<file path="src/hdl/rlpe_pkg.sv">
// ----------------------------------------------------------------------------
// rlpe_pkg
// shared types and constants for the regex literal prefix extraction unit
// ----------------------------------------------------------------------------
package rlpe_pkg;

  localparam logic [1:0] CMD_FLAG    = 2'd0;
  localparam logic [1:0] CMD_PATTERN = 2'd1;
  localparam logic [1:0] CMD_END     = 2'd2;
  localparam logic [1:0] CMD_RSVD    = 2'd3;

  localparam logic [7:0] CH_CARET  = 8'h5e;
  localparam logic [7:0] CH_DOLLAR = 8'h24;
  localparam logic [7:0] CH_DOT    = 8'h2e;
  localparam logic [7:0] CH_LBRACK = 8'h5b;
  localparam logic [7:0] CH_PIPE   = 8'h7c;
  localparam logic [7:0] CH_LPAREN = 8'h28;
  localparam logic [7:0] CH_RPAREN = 8'h29;
  localparam logic [7:0] CH_PLUS   = 8'h2b;
  localparam logic [7:0] CH_LBRACE = 8'h7b;
  localparam logic [7:0] CH_STAR   = 8'h2a;
  localparam logic [7:0] CH_QMARK  = 8'h3f;
  localparam logic [7:0] CH_BSLASH = 8'h5c;
  localparam logic [7:0] CH_HASH   = 8'h23;
  localparam logic [7:0] CH_SPACE  = 8'h20;
  localparam logic [7:0] CH_M      = 8'h6d;
  localparam logic [7:0] CH_X      = 8'h78;

  typedef enum logic [1:0] {
    PH_FLAGS   = 2'd0,
    PH_SCAN    = 2'd1,
    PH_ESCAPE  = 2'd2,
    PH_STOPPED = 2'd3
  } phase_t;

  typedef struct packed {
    logic [1:0] command;
    logic [7:0] ch;
  } in_item_t;

  typedef struct packed {
    logic [7:0] out_char;
    logic       char_valid;
    logic       last;
    logic       pure_prefix;
  } out_item_t;

  typedef struct packed {
    logic is_meta;
    logic is_alnum;
    logic is_space;
    logic is_opt;
    logic is_bslash;
    logic is_caret;
    logic is_hash;
    logic is_m;
    logic is_x;
  } ch_class_t;

endpackage

</file>
<file path="src/hdl/rlpe_class.sv">
// ----------------------------------------------------------------------------
// rlpe_class
// byte classifier: metacharacters, alphanumerics, whitespace and markers
// ----------------------------------------------------------------------------
module rlpe_class (
  input  logic [7:0]          ch,
  output rlpe_pkg::ch_class_t cls
);

  always_comb begin
    cls.is_meta   = (ch inside {rlpe_pkg::CH_CARET, rlpe_pkg::CH_DOLLAR,
                                rlpe_pkg::CH_DOT, rlpe_pkg::CH_LBRACK,
                                rlpe_pkg::CH_PIPE, rlpe_pkg::CH_LPAREN,
                                rlpe_pkg::CH_RPAREN, rlpe_pkg::CH_PLUS,
                                rlpe_pkg::CH_LBRACE});
    cls.is_alnum  = (ch inside {[8'h41:8'h5a], [8'h61:8'h7a], [8'h30:8'h39]});
    cls.is_space  = (ch inside {rlpe_pkg::CH_SPACE, [8'h09:8'h0d]});
    cls.is_opt    = (ch inside {rlpe_pkg::CH_STAR, rlpe_pkg::CH_QMARK});
    cls.is_bslash = (ch == rlpe_pkg::CH_BSLASH);
    cls.is_caret  = (ch == rlpe_pkg::CH_CARET);
    cls.is_hash   = (ch == rlpe_pkg::CH_HASH);
    cls.is_m      = (ch == rlpe_pkg::CH_M);
    cls.is_x      = (ch == rlpe_pkg::CH_X);
  end

endmodule

</file>
<file path="src/hdl/rlpe_core.sv">
// ----------------------------------------------------------------------------
// rlpe_core
// scan state machine: holds one literal back and decides each result item
// ----------------------------------------------------------------------------
module rlpe_core (
  input  logic                clk,
  input  logic                rst_n,
  input  logic                go,
  input  rlpe_pkg::in_item_t  item,
  output logic                res_valid,
  output rlpe_pkg::out_item_t res
);

  rlpe_pkg::ch_class_t cls;
  rlpe_pkg::phase_t    phase_r, phase_nxt;
  logic                ext_r, ext_nxt;
  logic [7:0]          held_r, held_nxt;
  logic                hv_r, hv_nxt;
  logic                pn_r, pn_nxt;
  logic                cv;

  rlpe_class u_class (
    .ch  (item.ch),
    .cls (cls)
  );

  // next state
  always_comb begin
    phase_nxt = phase_r;
    ext_nxt   = ext_r;
    held_nxt  = held_r;
    hv_nxt    = hv_r;
    pn_nxt    = pn_r;
    case (item.command)
      rlpe_pkg::CMD_END: begin
        phase_nxt = rlpe_pkg::PH_FLAGS;
        ext_nxt   = 1'b0;
        held_nxt  = 8'h00;
        hv_nxt    = 1'b0;
        pn_nxt    = 1'b0;
      end
      rlpe_pkg::CMD_FLAG: begin
        if (phase_r == rlpe_pkg::PH_FLAGS) begin
          if (cls.is_x) begin
            ext_nxt = 1'b1;
          end else if (!cls.is_m) begin
            phase_nxt = rlpe_pkg::PH_STOPPED;
          end
        end
      end
      rlpe_pkg::CMD_PATTERN: begin
        case (phase_r)
          rlpe_pkg::PH_FLAGS: begin
            phase_nxt = cls.is_caret ? rlpe_pkg::PH_SCAN : rlpe_pkg::PH_STOPPED;
          end
          rlpe_pkg::PH_SCAN: begin
            if (cls.is_opt) begin
              hv_nxt    = 1'b0;
              phase_nxt = rlpe_pkg::PH_STOPPED;
            end else if (cls.is_bslash) begin
              phase_nxt = rlpe_pkg::PH_ESCAPE;
            end else if (cls.is_meta || (ext_r && cls.is_hash)) begin
              phase_nxt = rlpe_pkg::PH_STOPPED;
              hv_nxt    = 1'b0;
              pn_nxt    = pn_r | hv_r;
            end else if (!(ext_r && cls.is_space)) begin
              held_nxt = item.ch;
              hv_nxt   = 1'b1;
              pn_nxt   = pn_r | hv_r;
            end
          end
          rlpe_pkg::PH_ESCAPE: begin
            if (cls.is_alnum) begin
              phase_nxt = rlpe_pkg::PH_STOPPED;
              hv_nxt    = 1'b0;
              pn_nxt    = pn_r | hv_r;
            end else begin
              phase_nxt = rlpe_pkg::PH_SCAN;
              held_nxt  = item.ch;
              hv_nxt    = 1'b1;
              pn_nxt    = pn_r | hv_r;
            end
          end
          default: begin
          end
        endcase
      end
      default: begin
      end
    endcase
  end

  // result decode
  always_comb begin
    res_valid       = 1'b0;
    cv              = 1'b0;
    res.last        = 1'b0;
    res.pure_prefix = 1'b0;
    case (item.command)
      rlpe_pkg::CMD_END: begin
        res_valid = 1'b1;
        res.last  = 1'b1;
        if (phase_r == rlpe_pkg::PH_SCAN) begin
          cv              = hv_r;
          res.pure_prefix = hv_r | pn_r;
        end else if (phase_r == rlpe_pkg::PH_ESCAPE) begin
          cv = hv_r;
        end
      end
      rlpe_pkg::CMD_PATTERN: begin
        case (phase_r)
          rlpe_pkg::PH_SCAN: begin
            if (!cls.is_opt && !cls.is_bslash && !(ext_r && cls.is_space &&
                !cls.is_meta && !cls.is_hash)) begin
              res_valid = hv_r;
              cv        = hv_r;
            end
          end
          rlpe_pkg::PH_ESCAPE: begin
            res_valid = hv_r;
            cv        = hv_r;
          end
          default: begin
          end
        endcase
      end
      default: begin
      end
    endcase
    res.char_valid = cv;
    res.out_char   = cv ? held_r : 8'h00;
  end

  always_ff @(posedge clk) begin
    if (!rst_n) begin
      phase_r <= rlpe_pkg::PH_FLAGS;
      ext_r   <= 1'b0;
      held_r  <= 8'h00;
      hv_r    <= 1'b0;
      pn_r    <= 1'b0;
    end else if (go) begin
      phase_r <= phase_nxt;
      ext_r   <= ext_nxt;
      held_r  <= held_nxt;
      hv_r    <= hv_nxt;
      pn_r    <= pn_nxt;
    end
  end

endmodule

</file>
<file path="src/hdl/regex_literal_prefix_extract_unit.sv">
// ----------------------------------------------------------------------------
// regex_literal_prefix_extract_unit
// extracts the literal prefix of an anchored regular expression, one byte
// per item
// ----------------------------------------------------------------------------
// Feed the flag bytes, then the pattern bytes, then an end item. The unit
// takes one item per clock while in_stall is low; an accepted item lands in
// the input register, the scan state machine decodes it, and its result item
// is registered into the output register and presented on the out side. A
// pattern byte yields a result only when a held literal is confirmed; the end
// item always yields one result with last set and returns the unit to its
// reset state. The scan machine updates its state as each item goes on, so a
// stall on the result side backs up into in_stall directly.
module regex_literal_prefix_extract_unit (
  input  logic                clk,
  input  logic                rst_n,
  input  logic                in_valid,
  output logic                in_stall,
  input  rlpe_pkg::in_item_t  in_item,
  output logic                out_valid,
  input  logic                out_stall,
  output rlpe_pkg::out_item_t out_item
);

  logic                in_valid_r;
  rlpe_pkg::in_item_t  in_item_r;
  logic                out_valid_r;
  rlpe_pkg::out_item_t out_item_r;
  logic                advance;
  logic                go;
  logic                res_valid;
  rlpe_pkg::out_item_t res;

  assign advance  = !out_valid_r || !out_stall;
  assign go       = in_valid_r && advance;
  assign in_stall = in_valid_r && !advance;

  rlpe_core u_core (
    .clk       (clk),
    .rst_n     (rst_n),
    .go        (go),
    .item      (in_item_r),
    .res_valid (res_valid),
    .res       (res)
  );

  always_ff @(posedge clk) begin
    if (!rst_n) begin
      in_valid_r <= 1'b0;
    end else if (!in_stall) begin
      in_valid_r <= in_valid;
    end
  end

  always_ff @(posedge clk) begin
    if (!in_stall) begin
      in_item_r <= in_item;
    end
  end

  always_ff @(posedge clk) begin
    if (!rst_n) begin
      out_valid_r <= 1'b0;
    end else if (advance) begin
      out_valid_r <= go && res_valid;
    end
  end

  always_ff @(posedge clk) begin
    if (advance) begin
      out_item_r <= res;
    end
  end

  assign out_valid = out_valid_r;
  assign out_item  = out_item_r;

endmodule
</file>
<file path="config.mk">
export PLATFORM = sky130hd
export DESIGN_NAME = regex_literal_prefix_extract_unit
export DESIGN_NICKNAME = d
export VERILOG_FILES = /design/src/hdl/rlpe_pkg.sv /design/src/hdl/rlpe_class.sv /design/src/hdl/rlpe_core.sv /design/src/hdl/regex_literal_prefix_extract_unit.sv
export SDC_FILE = /design/constraint.sdc
export NUM_CORES = 1
export LEC_CHECK = 0
export BUFFER_PORTS_ARGS = -buffer_cell sky130_fd_sc_hd__clkbuf_2
export CAP_MARGIN = 25
export CORE_UTILIZATION = 40
export CTS_BUF_LIST = sky130_fd_sc_hd__clkbuf_8
export CTS_CLUSTER_DIAMETER = 80
export DETAILED_ROUTE_END_ITERATION = 7
export GPL_TIMING_DRIVEN = 0
export PLACE_DENSITY_LB_ADDON = 0.1
export SLEW_MARGIN = 20
export SYNTH_ARGS = -nofsm -noshare
export SYNTH_HDL_FRONTEND = slang
export SYNTH_HIERARCHICAL = 1
export SYNTH_SLANG_ARGS = --single-unit
</file>
<file path="constraint.sdc">
create_clock -name clk -period 3.7 [get_ports clk]
set_clock_uncertainty 0.15 [all_clocks]
set_input_delay 0.74 -clock clk [delete_from_list [all_inputs] [get_ports clk]]
set_output_delay 0.74 -clock clk [all_outputs]
set_load 0.005 [all_outputs]
</file>
Yosys cells after proc, flatten, opt, wreduce, memory -nomap -nowiden
Cells that the tools add are included.

cells by class
  reductions and logical operators = 38
  eq/ne operators = 35
  muxes and demuxes = 41
  bitwise logic cells = 1
  order comparisons = 8

operator list
  cell                                                                number
  == test 8 x 6 -> 1 bit (second input constant)                      9
  == test 8 x 7 -> 1 bit (second input constant)                      7
  two-way mux 8 bit                                                   5
  one-hot mux 8 bit (2 select lines)                                  2
  two-way mux 2 bit                                                   9
  greater-or-equal comparator 8 x 7 -> 1 bit (second input constant)  2
  less-or-equal comparator 8 x 7 -> 1 bit (second input constant)     2
  one-hot mux 1 bit (2 select lines)                                  8
  two-way mux 1 bit                                                   15
  != test 3 bit (second input constant)                               5
  logical AND 1 bit                                                   13
  one-hot mux 2 bit (3 select lines)                                  2
  nonzero test 9 bit                                                  1
  greater-or-equal comparator 8 x 4 -> 1 bit (second input constant)  1
  greater-or-equal comparator 8 x 6 -> 1 bit (second input constant)  1
  less-or-equal comparator 8 x 4 -> 1 bit (second input constant)     1
  less-or-equal comparator 8 x 6 -> 1 bit (second input constant)     1
  logical NOT 1 bit                                                   8
  != test 4 x 3 -> 1 bit (second input constant)                      2
  AND reduction 8 bit                                                 1
  nonzero test 2 bit                                                  4
  AND reduction 7 bit                                                 1
  AND reduction 6 bit                                                 1
  nonzero test 3 bit                                                  2
  other kinds (14)                                                    20

storage, ports and cells
  flip-flop bits (word level) = 36
  output and inout port bits = 13

Longest topological paths before layout
  depth after elaboration = 12
  depth in mapped cells = 11
  depth with buffers taken out = 10

By module
Netlist, hierarchy kept.

by module, submodules not included
  module                             cells an instance  seq. area each (um^2)  area an instance (um^2)  instances
  rlpe_core                          104                260.2                  905.9                    1
  regex_literal_prefix_extract_unit  30                 670.6                  714.4                    1
  rlpe_class                         55                 0.0                    309.0                    1

Worst setup path before layout
OpenSTA, ideal clock, no wires.

  path type = reg2reg
  from = reg in_item_r[1] in the netlist's numbering
  to = reg out_valid_r, in the netlist out_valid
  setup time = 0.076 ns
  data arrival time = 2.494 ns
  clock period less this slack = 2.720 ns
  buffers on the path = 1
  stages on the path, launching flop included = 11
  path slack = 0.980 ns
  cell sequence = edfxtp_1 buf_2 nor2b_1 o32a_1 o311ai_1 and4bb_4 or4b_1 a21oi_1 o21a_1 nand2_1 a21boi_0

RTL lines
  item                    RTL line                                 source
  from (decl)             regex_literal_prefix_extract_unit.sv:26  rlpe_pkg::in_item_t in_item_r;
  from (signal assigned)  regex_literal_prefix_extract_unit.sv:57  in_item_r <= in_item;
  to (signal assigned)    regex_literal_prefix_extract_unit.sv:65  out_valid_r <= go && res_valid;
  to (decl)               regex_literal_prefix_extract_unit.sv:27  logic out_valid_r;

==> impl_metrics.env <==
export IMPL_status="completed"
export IMPL_syn_nets=210
export IMPL_synthToLayoutAreaGrowth_pct=14.7
export IMPL_vias=1557
export IMPL_hold_violations=0
export IMPL_worstHoldPathCells=1
export IMPL_routed_wl_um=4090
export IMPL_max_stage_delay_ns=0.83
export IMPL_yosys_area_top_type_share_pct=32.7
export IMPL_initial_core_util_pct=42.8
export IMPL_crit_buf_inv=2
export IMPL_path_class="flip-flop to flip-flop"
export IMPL_cp_max_fo=10
export IMPL_yosysSeqAreaShare_pct=48.2
export IMPL_synth_top_cell_by_area="edfxtp_1"
export IMPL_power_frac_seq_pct=55.4
export IMPL_final_cell_mix="clkbuf_2 (27), edfxtp_1 (21), nand2_1 (20)"
export IMPL_total_power_mw=0.801
export IMPL_rsz0062_at_grt="no"
export IMPL_p_leak_nw=0.878
export IMPL_crit_family="compound AO/OA/AOI/OAI gates"
export IMPL_power_frac_clock_pct=34.4
export IMPL_vdd_ir_drop_max_mv=0.127
export IMPL_cell_internal_pwr_mw=0.597
export IMPL_gr_usage_met2_pct=27.1
export IMPL_drv_slew=0
export IMPL_post_cts_setup_buffer_count=0
export IMPL_synth_seq_cells=36
export IMPL_cts_tree="done"
export IMPL_num_rows=24
export IMPL_via_per_inst=5.66
export IMPL_crit_cells=7
export IMPL_core_mm2=0.00450
export IMPL_antenna_found_initial=0
export IMPL_postCtsHoldBufs=0
export IMPL_numCtsBuffers=5
export IMPL_switchingPower_mw=0.204
export IMPL_fillerInstances=431
export IMPL_postRouteAntennaNets=0
export IMPL_min_path_type="flip-flop to flip-flop"
export IMPL_clock_sinks=36
export IMPL_die_area_mm2=0.00511
export IMPL_n_antenna_cell=0
export IMPL_critPathSlowestCell="a2111oi_2"
export IMPL_drive_gt1_share_pct=22.4
export IMPL_synth_edff_count=21
export IMPL_grt_remaining_overflow=0
export IMPL_slew_limit_headroom_pct=42.2
export IMPL_syn_cell_area_mm2=0.00193
export IMPL_grt_pass1_vias=1430
export IMPL_clk_pin_slew_ns=0.07
export IMPL_ys_types=51
export IMPL_ys_warnings_count=6
export IMPL_final_common_cell="clkbuf_2"
export IMPL_max_cap_violations=0
export IMPL_worst_ep_arrival_time_ns=2.98
export IMPL_drtIter0Drc=120
export IMPL_synth_main_ff_cell="edfxtp_1"
export IMPL_firstDrtPassIters=4
export IMPL_synth_async_reset_ratio_pct=0
export IMPL_avgSynthCellArea_um2=10.2
export IMPL_pwr_share_comb_pct=10.2
export IMPL_ctsResizeCount=0
export IMPL_top_usage_layer="met2"
export IMPL_die_h_um=71.5
export IMPL_ios=27
export IMPL_die_w_um=71.5
export IMPL_cp_start_kind="flip-flop"
export IMPL_swShare_pct=25.5
export IMPL_gr_usage_met3_pct=4.78
export IMPL_min_period_over_period_pct=82.9
export IMPL_setup_viol=0
export IMPL_tns_ns=0
export IMPL_grt_pass1_wl_um=6710
export IMPL_dpl_hpwl_um=3030
export IMPL_io_buffers=26
export IMPL_fmax_mhz=326
export IMPL_r2r_cells=7
export IMPL_power_per_cell_area_mw_per_mm2=362
export IMPL_netlist_instances=189
export IMPL_finish_net_count=243
export IMPL_wl_per_cell_um=14.9
export IMPL_tightest_slew_ns=0.866
export IMPL_holdWs_ns=0.330
export IMPL_gp_congestion=0.809
export IMPL_cts_htree_levels=2
export IMPL_track_usage_pct=17.2
export IMPL_synthTopCellsByArea="edfxtp_1 (33%), dfxtp_1 (16%), ha_1 (4.5%)"
export IMPL_critPathCaptureType="flip-flop"
export IMPL_grt_max_degree=14
export IMPL_clk_latency_ns=0.30
export IMPL_cts_root_buf="clkbuf_8"
export IMPL_drcViolationCount=0
export IMPL_use_met1_pct=22.8
export IMPL_worstPathRequired_ns=3.61
export IMPL_timing_final_crit_period_ns=3.07
export IMPL_final_util_pct=49.1
export IMPL_clockBufferDepth=2
export IMPL_crit_chain="clkbuf_1 > or3_1 > a2111oi_2 > o31ai_1 > a21oi_2 > nor2_1 > buf_4"
==> metal layers <==
| metal | vias to the layer above | share of wire (%) |
|---|---|---|
| met5 | - | 0 |
| met4 | 0 | 1.3 |
| met3 | 6 | 4.0 |
| met2 | 46 | 47 |
| met1 | 731 | 48 |
| li1 | 774 | - |
==> logic make-up (layout without fill, tap and decap cells) <==
family	count (synthesis)	after routing	synth area share [%]
AO/OA/AOI/OAI	50	50	19.5
adder cells (fa/ha/maj)	7	7	4.54
buffers and inverters	20	54	4.41
flip-flops	36	36	48.2
multiplexers	3	3	1.56
AND/OR/NAND/NOR	73	73	21.7
==> registers in the layout (all words and copies together) (netlist names) <==
register and flops:
u_core/ext_r 1, u_core/held_r 8, u_core/hv_r 1, out_valid 1
in_valid_r 1, u_core/phase_r 2, out_item 11, in_item_r 10
u_core/pn_r 1
==> metrics by stage <==
stage	cell area, um2	instances	worst slack, ns
2_1_floorplan	1930	189	0.980
3_3_place_gp	2120	267	0.730
3_5_place_dp	2120	267	0.698
4_1_cts	2210	275	0.668
5_1_grt	2210	275	0.423
6_report	2210	275	0.634
==> final cells by class <==
cell class	count	area, um2	area share, %
flip-flops and latches	36	931	42.1
multi-input cells	133	913	41.3
repair buffers	26	130	5.88
clock buffers	5	68.8	3.11
well taps	52	65.1	2.94
inverters	13	48.8	2.21
plain buffers	7	36.3	1.64
clock inverters	3	18.8	0.848
==> power by group through the flow <==
stage          Sequential (mW)  Combinational (mW)  Clock (mW)
6_report                 0.444              0.0818       0.275
5_1_grt                  0.446              0.0902       0.301
4_1_cts                  0.443              0.0808       0.286
3_5_place_dp             0.453              0.0804           0
3_3_place_gp             0.452              0.0781           0
2_1_floorplan            0.449              0.0559           0
==> worst paths after layout <==
check	startpoint	endpoint	slack [ns]
min reg2reg	u_core/held_r[1]	u_core/held_r[1]	0.33
min	u_core/held_r[1]	u_core/held_r[1]	0.33
max	in_item_r[0]	out_item[2]	0.63
max reg2reg	in_item_r[0]	out_item[2]	0.63
==> cells in the mapped netlist, drive strengths merged (3+ instances only) <==
library cell	instances
a21oi	8
a22o	8
a31oi	3
buf	5
dfxtp	15
edfxtp	21
ha	7
inv	13
mux2i	3
nand2	20
nand3	7
nor2	10
nor2b	7
nor3	8
nor3b	10
o21ai	8
o31ai	3
==> worst register-to-register path, stage by stage, from the launching register on <==
cell and delay [ns]:
edfxtp_1 0.43, clkbuf_1 0.24, or3_1 0.37, a2111oi_2 0.83, o31ai_1 0.21, a21oi_2 0.38, nor2_1 0.09, buf_4 0.14
No activity file was read; power rests on OpenSTA's default activity.
